$ cat config.mk
export PLATFORM = sky130hd
export DESIGN_NAME = input_event_to_rc_channels
export DESIGN_NICKNAME = d
export VERILOG_FILES = /design/src/hw/rtl/ierc_pkg.sv /design/src/hw/rtl/input_event_to_rc_channels.sv /design/src/hw/rtl/ierc_ram.sv
export SDC_FILE = /design/constraint.sdc
export NUM_CORES = 1
export LEC_CHECK = 0
export ABC_AREA = 1
export BUFFER_PORTS_ARGS = -buffer_cell sky130_fd_sc_hd__buf_2
export CAP_MARGIN = 20
export CELL_PAD_IN_SITES_DETAIL_PLACEMENT = 0
export CELL_PAD_IN_SITES_GLOBAL_PLACEMENT = 2
export CORE_MARGIN = 2
export CORE_UTILIZATION = 44
export CTS_CLUSTER_DIAMETER = 30
export DETAILED_ROUTE_END_ITERATION = 6
export HOLD_SLACK_MARGIN = 0.06
export MAX_ROUTING_LAYER = met4
export PLACE_DENSITY_LB_ADDON = 0.12
export SETUP_SLACK_MARGIN = 0.15
export SLEW_MARGIN = 5
export SYNTH_ARGS = -nofsm -noshare
export SYNTH_HDL_FRONTEND = slang
export SYNTH_HIERARCHICAL = 1
export SYNTH_SLANG_ARGS = --single-unit
$ cat constraint.sdc
create_clock -name clk -period 11.8 [get_ports clk]
set_input_delay 1.18 -clock clk [delete_from_list [all_inputs] [get_ports clk]]
set_output_delay 1.18 -clock clk [all_outputs]
set_load 0.01 [all_outputs]
$ cat src/hw/rtl/ierc_pkg.sv
// package for the input event to rc channel converter
// holds sizes, codes, sequencer states and the code lookup functions; no dependencies
`default_nettype none

package ierc_pkg;

  localparam int NumAxes     = 5;
  localparam int NumChannels = 16;
  localparam int ChanIdxW    = $clog2(NumChannels);
  localparam int ChanValW    = 11;
  localparam int CfgIdxW     = 3;
  localparam int CfgDataW    = 32;
  localparam int HalfW       = 16;
  localparam int ValueW      = 32;
  localparam int TypeW       = 5;
  localparam int CodeW       = 10;

  // integer divide 1000 / span, one quotient bit per step
  localparam int DivSteps  = 10;
  localparam int DivCntW   = $clog2(DivSteps);

  localparam logic [ChanValW-1:0] ChanLow  = ChanValW'(1000);
  localparam logic [ChanValW-1:0] ChanHigh = ChanValW'(2000);
  localparam logic [DivSteps-1:0] DivDividend = DivSteps'(1000);

  localparam logic [CfgDataW-1:0] RangeReset = 32'h03E8_0000;

  localparam logic [TypeW-1:0] EvtKey = TypeW'(1);
  localparam logic [TypeW-1:0] EvtAbs = TypeW'(3);

  // buttons occupy codes 0x120..0x12b
  localparam logic [CodeW-5:0] ButtonBase = 6'h12;
  localparam logic [3:0]       ButtonLast = 4'hB;

  localparam logic [ChanIdxW-1:0] LastChannel = ChanIdxW'(NumChannels - 1);

  typedef enum logic [2:0] {
    ST_IDLE,
    ST_TICK,
    ST_AX_PREP,
    ST_AX_DIV,
    ST_AX_MUL,
    ST_KEY_RD,
    ST_KEY_WR
  } state_t;

  typedef struct packed {
    logic                hit;
    logic [ChanIdxW-1:0] ch;
  } button_map_t;

  // absolute axis code -> axis channel (codes 0..4)
  function automatic logic [ChanIdxW-1:0] axis_of_code(input logic [2:0] code);
    logic [ChanIdxW-1:0] ch;
    case (code)
      3'd0: ch = ChanIdxW'(3);
      3'd1: ch = ChanIdxW'(2);
      3'd2: ch = ChanIdxW'(0);
      3'd3: ch = ChanIdxW'(1);
      default: ch = ChanIdxW'(4);
    endcase
    return ch;
  endfunction

  // button offset from 0x120 -> button channel, offset 7 has no channel
  function automatic button_map_t chan_of_button(input logic [3:0] off);
    button_map_t m;
    m.hit = 1'b1;
    case (off)
      4'd0:  m.ch = ChanIdxW'(5);
      4'd1:  m.ch = ChanIdxW'(6);
      4'd2:  m.ch = ChanIdxW'(7);
      4'd3:  m.ch = ChanIdxW'(8);
      4'd4:  m.ch = ChanIdxW'(9);
      4'd5:  m.ch = ChanIdxW'(11);
      4'd6:  m.ch = ChanIdxW'(10);
      4'd8:  m.ch = ChanIdxW'(14);
      4'd9:  m.ch = ChanIdxW'(15);
      4'd10: m.ch = ChanIdxW'(12);
      4'd11: m.ch = ChanIdxW'(13);
      default: begin
        m.hit = 1'b0;
        m.ch  = '0;
      end
    endcase
    return m;
  endfunction

endpackage

`default_nettype wire

$ cat src/hw/rtl/input_event_to_rc_channels.sv
// top level of the input event to rc channel converter
// depends on ierc_pkg and ierc_ram
`default_nettype none

// Keeps sixteen rc channel values (axes roll, pitch, throttle, yaw, aux on
// channels 0..4, buttons on 5..15), all 1000 after reset. A request with
// func=0 is an input event: an absolute axis event on codes 0..4 clamps the
// value to the axis range and stores (v-min)*(1000/(max-min))+1000, or 1000
// when max<=min; a key press on a mapped button code toggles that channel
// between 1000 and 2000. A request with func=1 emits all sixteen channels in
// index order, last_channel marking channel 15. One request at a time: an
// axis event clamps, runs ten steps of a shared restoring subtract/compare
// divider, then multiplies and writes, and skips the divide when max<=min;
// a key event reads and then writes its channel, an ignored event is dropped
// on accept, and a tick reads each channel through the registered read of
// the channel ram, holding while the output stalls. The output register lets
// a new request be taken while the last channel still waits. Range registers
// are written at cfg_index 0..4 (bits 15..0 signed min, bits 31..16 signed
// max); other indexes are dropped.
// Configuration is to be written only while the block is idle.
module input_event_to_rc_channels (
  input  wire logic                             clk,
  input  wire logic                             rst_n,
  // input requests
  input  wire logic                             in_valid,
  output logic                                  in_stall,
  input  wire logic                             in_func,
  input  wire logic [ierc_pkg::TypeW-1:0]       in_event_type,
  input  wire logic [ierc_pkg::CodeW-1:0]       in_event_code,
  input  wire logic signed [ierc_pkg::ValueW-1:0] in_event_value,
  // channel results
  output logic                                  out_valid,
  input  wire logic                             out_stall,
  output logic [ierc_pkg::ChanIdxW-1:0]         out_channel_index,
  output logic [ierc_pkg::ChanValW-1:0]         out_channel_value,
  output logic                                  out_last_channel,
  // range register writes
  input  wire logic                             cfg_we,
  input  wire logic [ierc_pkg::CfgIdxW-1:0]     cfg_index,
  input  wire logic [ierc_pkg::CfgDataW-1:0]    cfg_wdata
);

  import ierc_pkg::*;

  // sequencer
  state_t state_r, state_nxt;

  // range registers, one per axis
  logic [CfgDataW-1:0] range_r [NumAxes];

  // per-channel written flags; an unwritten channel reads as 1000
  logic [NumChannels-1:0] vld_r, vld_nxt;
  logic                   rd_vld_r;

  // channel pointer shared by tick, axis and key paths
  logic [ChanIdxW-1:0] idx_r, idx_nxt;
  logic                rd_ok_r, rd_ok_nxt;

  // axis datapath
  logic signed [ValueW-1:0] value_r, value_nxt;
  logic [HalfW-1:0]         span_r, span_nxt;
  logic [HalfW-1:0]         d_r, d_nxt;
  logic [HalfW-1:0]         rem_r, rem_nxt;
  logic [DivSteps-1:0]      q_r, q_nxt;
  logic [DivSteps-1:0]      dvd_r, dvd_nxt;
  logic [DivCntW-1:0]       div_cnt_r, div_cnt_nxt;

  // output register
  logic                out_valid_r, out_valid_nxt;
  logic [ChanIdxW-1:0] out_index_r, out_index_nxt;
  logic [ChanValW-1:0] out_value_r, out_value_nxt;
  logic                out_last_r, out_last_nxt;

  // channel ram ports
  logic                ram_we;
  logic [ChanValW-1:0] ram_wdata;
  logic [ChanValW-1:0] ram_rdata;

  // request decode
  logic        in_acc;
  logic        is_abs, is_key;
  button_map_t btn;

  // axis prep
  logic [CfgDataW-1:0]      rng;
  logic signed [ValueW-1:0] lo_ext, hi_ext, v_clamp;
  logic signed [ValueW-1:0] d_full, span_full;
  logic                     empty_rng;

  // divider step, the shared subtract/compare unit
  logic [HalfW:0] rem_sh;
  logic [HalfW:0] rem_sub;
  logic           div_ge;

  // multiply
  logic [HalfW+DivSteps-1:0] prod;

  // tick and key helpers
  logic                out_free;
  logic                tick_load;
  logic [ChanValW-1:0] rd_value;

  assign in_stall = (state_r != ST_IDLE);
  assign in_acc   = in_valid && !in_stall;

  assign is_abs = (in_event_type == EvtAbs) && (in_event_code < CodeW'(NumAxes));
  assign btn    = chan_of_button(in_event_code[3:0]);
  assign is_key = (in_event_type == EvtKey) && (in_event_code[CodeW-1:4] == ButtonBase)
                  && (in_event_code[3:0] <= ButtonLast) && (in_event_value != '0) && btn.hit;

  assign out_free  = !out_valid_r || !out_stall;
  assign tick_load = (state_r == ST_TICK) && rd_ok_r && out_free;
  assign rd_value  = rd_vld_r ? ram_rdata : ChanLow;

  // range of the selected axis; idx_r holds 0..4 here
  assign rng       = range_r[idx_r[CfgIdxW-1:0]];
  assign lo_ext    = ValueW'(signed'(rng[HalfW-1:0]));
  assign hi_ext    = ValueW'(signed'(rng[CfgDataW-1:HalfW]));
  assign empty_rng = (hi_ext <= lo_ext);

  always_comb begin
    if (value_r < lo_ext) begin
      v_clamp = lo_ext;
    end else if (value_r > hi_ext) begin
      v_clamp = hi_ext;
    end else begin
      v_clamp = value_r;
    end
  end

  // both differences fit 16 bits unsigned once the range is non-empty
  assign d_full    = v_clamp - lo_ext;
  assign span_full = hi_ext - lo_ext;

  assign rem_sh  = {rem_r, dvd_r[DivSteps-1]};
  assign div_ge  = (rem_sh >= {1'b0, span_r});
  assign rem_sub = rem_sh - {1'b0, span_r};

  assign prod = (HalfW+DivSteps)'(d_r) * (HalfW+DivSteps)'(q_r);

  // next state
  always_comb begin
    state_nxt = state_r;
    case (state_r)
      ST_IDLE: begin
        if (in_acc) begin
          if (in_func) begin
            state_nxt = ST_TICK;
          end else if (is_abs) begin
            state_nxt = ST_AX_PREP;
          end else if (is_key) begin
            state_nxt = ST_KEY_RD;
          end
        end
      end
      ST_TICK: begin
        if (tick_load && (idx_r == LastChannel)) begin
          state_nxt = ST_IDLE;
        end
      end
      ST_AX_PREP: begin
        // an empty range skips the divide with a zero quotient
        state_nxt = empty_rng ? ST_AX_MUL : ST_AX_DIV;
      end
      ST_AX_DIV: begin
        if (div_cnt_r == DivCntW'(DivSteps - 1)) begin
          state_nxt = ST_AX_MUL;
        end
      end
      ST_AX_MUL: state_nxt = ST_IDLE;
      ST_KEY_RD: state_nxt = ST_KEY_WR;
      ST_KEY_WR: state_nxt = ST_IDLE;
      default:   state_nxt = ST_IDLE;
    endcase
  end

  // datapath and outputs
  always_comb begin
    idx_nxt     = idx_r;
    rd_ok_nxt   = rd_ok_r;
    vld_nxt     = vld_r;
    value_nxt   = value_r;
    span_nxt    = span_r;
    d_nxt       = d_r;
    rem_nxt     = rem_r;
    q_nxt       = q_r;
    dvd_nxt     = dvd_r;
    div_cnt_nxt = div_cnt_r;
    ram_we      = 1'b0;
    ram_wdata   = ChanLow;

    // the output register drains on its own; a tick load refills it
    out_valid_nxt = out_valid_r && out_stall;
    out_index_nxt = out_index_r;
    out_value_nxt = out_value_r;
    out_last_nxt  = out_last_r;

    case (state_r)
      ST_IDLE: begin
        if (in_acc) begin
          value_nxt = in_event_value;
          rd_ok_nxt = 1'b0;
          if (in_func) begin
            idx_nxt = '0;
          end else if (is_abs) begin
            idx_nxt = axis_of_code(in_event_code[2:0]);
          end else if (is_key) begin
            idx_nxt = btn.ch;
          end
        end
      end
      ST_TICK: begin
        if (tick_load) begin
          out_valid_nxt = 1'b1;
          out_index_nxt = idx_r;
          out_value_nxt = rd_value;
          out_last_nxt  = (idx_r == LastChannel);
          idx_nxt       = idx_r + 1'b1;
          rd_ok_nxt     = 1'b0;
        end else begin
          // the registered read of the held address is ready once rd_ok_r is set
          rd_ok_nxt = 1'b1;
        end
      end
      ST_AX_PREP: begin
        span_nxt    = span_full[HalfW-1:0];
        d_nxt       = empty_rng ? '0 : d_full[HalfW-1:0];
        q_nxt       = '0;
        rem_nxt     = '0;
        dvd_nxt     = DivDividend;
        div_cnt_nxt = '0;
      end
      ST_AX_DIV: begin
        rem_nxt     = div_ge ? rem_sub[HalfW-1:0] : rem_sh[HalfW-1:0];
        q_nxt       = {q_r[DivSteps-2:0], div_ge};
        dvd_nxt     = {dvd_r[DivSteps-2:0], 1'b0};
        div_cnt_nxt = div_cnt_r + 1'b1;
      end
      ST_AX_MUL: begin
        ram_we         = 1'b1;
        ram_wdata      = prod[ChanValW-1:0] + ChanLow;
        vld_nxt[idx_r] = 1'b1;
      end
      ST_KEY_RD: begin
        // channel read issued at idx_r, data lands next cycle
      end
      ST_KEY_WR: begin
        ram_we         = 1'b1;
        ram_wdata      = (rd_value == ChanLow) ? ChanHigh : ChanLow;
        vld_nxt[idx_r] = 1'b1;
      end
      default: begin
      end
    endcase
  end

  // control state
  always_ff @(posedge clk) begin
    if (!rst_n) begin
      state_r     <= ST_IDLE;
      vld_r       <= '0;
      out_valid_r <= 1'b0;
      rd_ok_r     <= 1'b0;
      div_cnt_r   <= '0;
      for (int i = 0; i < NumAxes; i++) begin
        range_r[i] <= RangeReset;
      end
    end else begin
      state_r     <= state_nxt;
      vld_r       <= vld_nxt;
      out_valid_r <= out_valid_nxt;
      rd_ok_r     <= rd_ok_nxt;
      div_cnt_r   <= div_cnt_nxt;
      if (cfg_we && (cfg_index < CfgIdxW'(NumAxes))) begin
        range_r[cfg_index] <= cfg_wdata;
      end
    end
  end

  // payload
  always_ff @(posedge clk) begin
    idx_r       <= idx_nxt;
    rd_vld_r    <= vld_r[idx_r];
    value_r     <= value_nxt;
    span_r      <= span_nxt;
    d_r         <= d_nxt;
    rem_r       <= rem_nxt;
    q_r         <= q_nxt;
    dvd_r       <= dvd_nxt;
    out_index_r <= out_index_nxt;
    out_value_r <= out_value_nxt;
    out_last_r  <= out_last_nxt;
  end

  // channel value store
  ierc_ram #(
    .Width (ChanValW),
    .Depth (NumChannels)
  ) u_chan_ram (
    .clk   (clk),
    .we    (ram_we),
    .waddr (idx_r),
    .wdata (ram_wdata),
    .raddr (idx_r),
    .rdata (ram_rdata)
  );

  assign out_valid         = out_valid_r;
  assign out_channel_index = out_index_r;
  assign out_channel_value = out_value_r;
  assign out_last_channel  = out_last_r;

  // a channel short of the last one means the tick is still running
  a_tick_running: assert property (@(posedge clk) disable iff (!rst_n)
    out_valid_r && (out_index_r != LastChannel) |-> state_r == ST_TICK)
    else $error("tick ended before channel 15");

  // last flag marks channel 15 only
  a_last_flag: assert property (@(posedge clk) disable iff (!rst_n)
    out_valid_r |-> out_last_r == (out_index_r == LastChannel))
    else $error("last_channel out of step with channel index");

  // restoring divide keeps the remainder below the span
  a_div_rem: assert property (@(posedge clk) disable iff (!rst_n)
    state_r == ST_AX_DIV |-> rem_r < span_r)
    else $error("divider remainder out of range");

  // axis writes only land on axis channels
  a_axis_target: assert property (@(posedge clk) disable iff (!rst_n)
    state_r == ST_AX_MUL |-> idx_r < ChanIdxW'(NumAxes))
    else $error("axis result aimed at a button channel");

  // a key read is followed by its write, with requests still stalled
  a_one_at_a_time: assert property (@(posedge clk) disable iff (!rst_n)
    (state_r == ST_KEY_RD) |=> (state_r == ST_KEY_WR) && in_stall)
    else $error("key toggle sequence broken");

endmodule

`default_nettype wire

$ cat src/hw/rtl/ierc_ram.sv
// generic single write port, single read port ram with registered read
// no dependencies
`default_nettype none

module ierc_ram #(
  parameter int Width = 11,
  parameter int Depth = 16
) (
  input  wire logic                     clk,
  input  wire logic                     we,
  input  wire logic [$clog2(Depth)-1:0] waddr,
  input  wire logic [Width-1:0]         wdata,
  input  wire logic [$clog2(Depth)-1:0] raddr,
  output logic      [Width-1:0]         rdata
);

  logic [Width-1:0] mem [Depth];

  always_ff @(posedge clk) begin
    if (we) begin
      mem[waddr] <= wdata;
    end
    rdata <= mem[raddr];
  end

endmodule

`default_nettype wire
==> metrics.txt <==
# TYPE chip_impl_metric gauge
chip_impl_metric{name="postRouteAntennaNets",unit=""} 0
chip_impl_metric{name="post_synth_instance_area",unit="sq um"} 29600
chip_impl_metric{name="worst_skew_pair.late_latency",unit="ns"} 0.70
chip_impl_metric{name="final_hold_viol_count",unit=""} 0
chip_impl_info{name="worst_setup_path_end_kind",value="flip-flop"} 1
chip_impl_metric{name="place.detailed.instances",unit=""} 3993
chip_impl_metric{name="routed_via_density",unit=""} 5.06
chip_impl_metric{name="layout-area-overhead-vs-synth",unit="%"} 20.0
chip_impl_metric{name="core_area",unit="sq um"} 66800
chip_impl_metric{name="cts_max_path_buffers",unit=""} 3
chip_impl_metric{name="synth-warning-count",unit=""} 6
chip_impl_metric{name="synth.top_cell.area_share",unit="%"} 55.3
chip_impl_metric{name="die-width",unit="um"} 263
chip_impl_info{name="run_status",value="finished, final reports clean"} 1
chip_impl_metric{name="timing.critical_path.required",unit="ns"} 12.19
chip_impl_metric{name="detailedRoute.firstIterationViolations",unit=""} 1388
chip_impl_info{name="startpoint_type",value="flip-flop"} 1
chip_impl_metric{name="synthMuxAreaShare",unit="%"} 0
chip_impl_metric{name="grt_overflow",unit=""} 0
chip_impl_metric{name="first_global_vias",unit=""} 21600
chip_impl_metric{name="cts.htree.levels",unit=""} 3
chip_impl_metric{name="fp.dieH",unit="um"} 263
chip_impl_metric{name="synth_adder_area_share",unit="%"} 8.33
chip_impl_metric{name="drive_gt1_share",unit="%"} 11.7
chip_impl_info{name="regToRegEndpoint",value="d_r[10]$_SDFFCE_PP0N_"} 1
chip_impl_metric{name="cellPowerDensity",unit="nW/um^2"} 253
chip_impl_info{name="netlist_top_cells_count",value="573 x sky130_fd_sc_hd__nand2_1, 544 x sky130_fd_sc_hd__edfxtp_1, 410 x sky130_fd_sc_hd__inv_1"} 1
chip_impl_metric{name="global_route.usage.total",unit="%"} 22.7
chip_impl_metric{name="worst_r2r_path_depth",unit=""} 34
chip_impl_metric{name="fillers",unit=""} 5955
chip_impl_metric{name="slew_viol_final",unit=""} 0
chip_impl_info{name="critical_path_class",value="flip-flop to flip-flop"} 1
chip_impl_metric{name="timing_worst_slew_pin_value",unit="ns"} 1.11
chip_impl_metric{name="post-cts-setup-buffers",unit=""} 0
chip_impl_metric{name="timing.max_slew.rel_slack",unit="%"} 26.0
chip_impl_metric{name="postRouteWirelength",unit="um"} 75400
chip_impl_metric{name="timing.final.crit_period",unit="ns"} 7.50
chip_impl_metric{name="syn-mean-instance-area",unit="sq um"} 9.89
chip_impl_metric{name="finalWeightedCongestion",unit=""} 0.857
chip_impl_metric{name="post_synth_num_cell_types",unit=""} 52
chip_impl_info{name="synth_top_cells_by_area",value="sky130_fd_sc_hd__edfxtp_1 55%, sky130_fd_sc_hd__nand2_1 7.3%, sky130_fd_sc_hd__ha_1 5.8%, sky130_fd_sc_hd__inv_1 5.2%, sky130_fd_sc_hd__nor2_1 4.9%"} 1
chip_impl_metric{name="number_of_remaining_drc_errors",unit=""} 0
chip_impl_info{name="cts_tree",value="built"} 1
chip_impl_metric{name="dr.pass1.iters",unit=""} 6
chip_impl_info{name="yosysMostFrequentCell",value="sky130_fd_sc_hd__nand2_1"} 1
chip_impl_metric{name="rows",unit=""} 95
chip_impl_metric{name="irDropWorstVdd",unit="mV"} 0.135
chip_impl_metric{name="max_clock_freq",unit="GHz"} 0.133
chip_impl_metric{name="cts_hold_buffers",unit=""} 0
chip_impl_info{name="combinational_family_with_the_most_area_after_synthesis",value="simple AND/OR/NAND/NOR gates"} 1
chip_impl_metric{name="drt-wirelength-per-cell",unit="um"} 17.9
chip_impl_metric{name="post_synth_inst_count",unit=""} 2990
chip_impl_info{name="cp_slowest_cell",value="sky130_fd_sc_hd__clkinv_2"} 1
chip_impl_metric{name="final_cells",unit=""} 4218
chip_impl_metric{name="via_count",unit=""} 21300
chip_impl_info{name="cp-endpoint",value="d_r[10]$_SDFFCE_PP0N_"} 1
chip_impl_metric{name="layout_worst_path_cycle_share",unit="%"} 63.6
chip_impl_metric{name="async_reset_ff_share",unit="%"} 0
chip_impl_metric{name="flip_flop_and_latch_count_after_synthesis",unit=""} 584
chip_impl_metric{name="finalSetupTns",unit="ns"} 0
chip_impl_metric{name="cap_violations",unit=""} 0
chip_impl_metric{name="area_occupied_by_multi_input_gates",unit="sq um"} 10700
chip_impl_metric{name="n_antenna_cell",unit=""} 0
chip_impl_metric{name="grt_pass1_wl",unit="um"} 119000
chip_impl_metric{name="cts.repair.resized",unit=""} 0
chip_impl_metric{name="initial_utilization",unit="%"} 44.3
chip_impl_metric{name="floorplan.die_area",unit="sq um"} 69300
chip_impl_metric{name="clock-skew-final",unit="ns"} 0.0788
chip_impl_metric{name="yosys.area_share.xor_xnor",unit="%"} 1.54
chip_impl_metric{name="critPathMaxStageDelay",unit="ns"} 0.81
chip_impl_metric{name="leakagePower",unit="nW"} 15.2
chip_impl_metric{name="antenna_violations_before_repair",unit=""} 0
chip_impl_info{name="rsz0062_at_grt",value="false"} 1
chip_impl_info{name="worst_hold_path_type",value="flip-flop to flip-flop"} 1
chip_impl_info{name="clockRootBuffer",value="sky130_fd_sc_hd__clkbuf_16"} 1
chip_impl_info{name="library_cell_occupying_the_most_area_in_the_post_synthesis_netlist",value="sky130_fd_sc_hd__edfxtp_1"} 1
chip_impl_metric{name="path_max_fanout",unit=""} 67
chip_impl_metric{name="yosysSeqAreaShare",unit="%"} 58.0
chip_impl_metric{name="final-setup-viol-count",unit=""} 0
chip_impl_metric{name="post_synthesis_compound_gate_area_fraction",unit="%"} 8.24
chip_impl_metric{name="placement.io_buffers",unit=""} 105
chip_impl_metric{name="largest_net_degree_at_the_start_of_global_routing",unit=""} 89
chip_impl_metric{name="place_hpwl",unit="um"} 49600
chip_impl_metric{name="sequential_cell_area",unit="sq um"} 17100
chip_impl_metric{name="clock_sink_count",unit=""} 584
chip_impl_metric{name="tritoncts.num_buffers",unit=""} 116
chip_impl_metric{name="design.final.nets",unit=""} 3505
chip_impl_info{name="postSynth.topFlopCell",value="sky130_fd_sc_hd__edfxtp_1"} 1
chip_impl_metric{name="synth-simple-area-share",unit="%"} 16.7
chip_impl_metric{name="number_of_synthesized_flops_with_an_enable_pin",unit=""} 544
chip_impl_metric{name="boundaryPins",unit=""} 106
chip_impl_metric{name="reg2reg_slack",unit="ns"} 4.30
chip_impl_metric{name="cts.clk_slew.worst_paths",unit="ns"} 0.05
chip_impl_metric{name="cp.arrival",unit="ns"} 7.89
-- worst max-delay path: cells and delay by family, from the launching register on --
kind / cells / cell delay, ns
AOI/OAI and AO/OA: 9 / 1.56
adders and majority gates: 2 / 0.74
buffers and inverters: 8 / 2.25
DFF: 1 / 0.64
and+or+nand+nor: 15 / 1.94
-- how the worst min path moves through the flow --
stage	start	to	slack, ns	cells after the start
floorplan	vld_r[0]$_SDFFE_PN0N_	vld_r[0]$_SDFFE_PN0N_	0.43	2
global placement	vld_r[3]$_SDFFE_PN0N_	vld_r[3]$_SDFFE_PN0N_	0.44	2
detailed placement	vld_r[0]$_SDFFE_PN0N_	vld_r[0]$_SDFFE_PN0N_	0.45	2
CTS	vld_r[5]$_SDFFE_PN0N_	vld_r[5]$_SDFFE_PN0N_	0.46	2
global route	vld_r[2]$_SDFFE_PN0N_	vld_r[2]$_SDFFE_PN0N_	0.49	2
finish	vld_r[0]$_SDFFE_PN0N_	vld_r[0]$_SDFFE_PN0N_	0.46	2
-- cell type report --
| type | instances | area share (%) |
|---|---|---|
| clock buffers | 134 | 8.49 |
| multi-input cells | 1964 | 30.1 |
| clock inverters | 86 | 2.98 |
| repair buffers | 156 | 2.59 |
| well taps | 873 | 3.08 |
| flip-flops and latches | 584 | 48.3 |
| inverters | 421 | 4.47 |
-- layout by cell type, fill, tap and decap left out, types with 6 or more instances in the layout --
master	count
sky130_fd_sc_hd__nand2_1	573
sky130_fd_sc_hd__edfxtp_1	544
sky130_fd_sc_hd__inv_1	410
sky130_fd_sc_hd__nor2_1	385
sky130_fd_sc_hd__o21ai_0	193
sky130_fd_sc_hd__nand3_1	175
sky130_fd_sc_hd__ha_1	136
sky130_fd_sc_hd__clkbuf_16	116
sky130_fd_sc_hd__buf_2	105
sky130_fd_sc_hd__a21oi_1	103
sky130_fd_sc_hd__conb_1	96
sky130_fd_sc_hd__o22ai_1	52
sky130_fd_sc_hd__buf_4	49
sky130_fd_sc_hd__fa_1	38
sky130_fd_sc_hd__dfxtp_1	38
sky130_fd_sc_hd__o21ai_1	34
sky130_fd_sc_hd__xnor2_1	27
sky130_fd_sc_hd__clkinv_2	26
sky130_fd_sc_hd__xor2_1	25
sky130_fd_sc_hd__clkinv_1	17
sky130_fd_sc_hd__bufinv_16	17
sky130_fd_sc_hd__nor3_1	16
sky130_fd_sc_hd__o221ai_1	16
sky130_fd_sc_hd__nand4_1	15
sky130_fd_sc_hd__clkbuf_1	14
sky130_fd_sc_hd__or2_2	13
sky130_fd_sc_hd__nor4_1	12
sky130_fd_sc_hd__clkinvlp_4	10
sky130_fd_sc_hd__inv_6	8
sky130_fd_sc_hd__inv_2	7
sky130_fd_sc_hd__a21oi_2	7
sky130_fd_sc_hd__o211ai_1	6
-- cells by family (layout without fill, tap and decap cells) --
family,count (synthesis),after routing
adder cells (fa/ha/maj),174,174
AND/OR/NAND/NOR,1205,1205
AO/OA/AOI/OAI,437,437
buffers and inverters,537,797
XOR/XNOR,52,52
other,1,96
flip-flops,584,584
-- flip-flops by register name, summed over array words and instances (netlist names), named ones only --
name / count
dvd_r: 7
div_cnt_r: 4
range_r: 256
out_valid: 1
idx_r: 4
span_r: 16
d_r: 11
out_channel_index: 4
rem_r: 16
out_last_channel: 1
vld_r: 16
state_r: 3
u_chan_ram/mem: 176
q_r: 10
u_chan_ram/rdata: 11
rd_ok_r: 1
out_channel_value: 11
value_r: 32
rd_vld_r: 1
-- per-layer routing --
metal  wire (um)  GRT usage (%)  up-vias
li1            -              -    10500
met1       31600           26.9    10300
met2       38900           40.0      449
met3        3030           2.94      133
met4        1890           7.66        0
met5           0              -        -
-- stage by stage --
stage	area (sq um)	utilization, %	total power [W]	setup slack (ns)	hold WS [ns]
6_report	35500	53.1	0.00898	4.30	0.459
5_1_grt	35500	53.1	0.00959	3.49	0.487
4_1_cts	35400	53.0	0.00907	4.34	0.463
3_5_place_dp	31300	46.9	0.00573	4.40	0.451
3_3_place_gp	31300	46.9	0.00571	4.53	0.441
2_1_floorplan	29900	-	0.00483	5.74	0.432
-- where the power goes --
| group | total, W | switching, W | internal (W) | leakage (nW) |
|---|---|---|---|---|
| logic | 0.00309 | 0.00205 | 0.00103 | 7.84 |
| clock network | 0.00331 | 0.00110 | 0.00221 | 1.96 |
| registers | 0.00259 | 0.0000777 | 0.00251 | 5.40 |
Note: power is estimated with default switching activity, not from simulation.
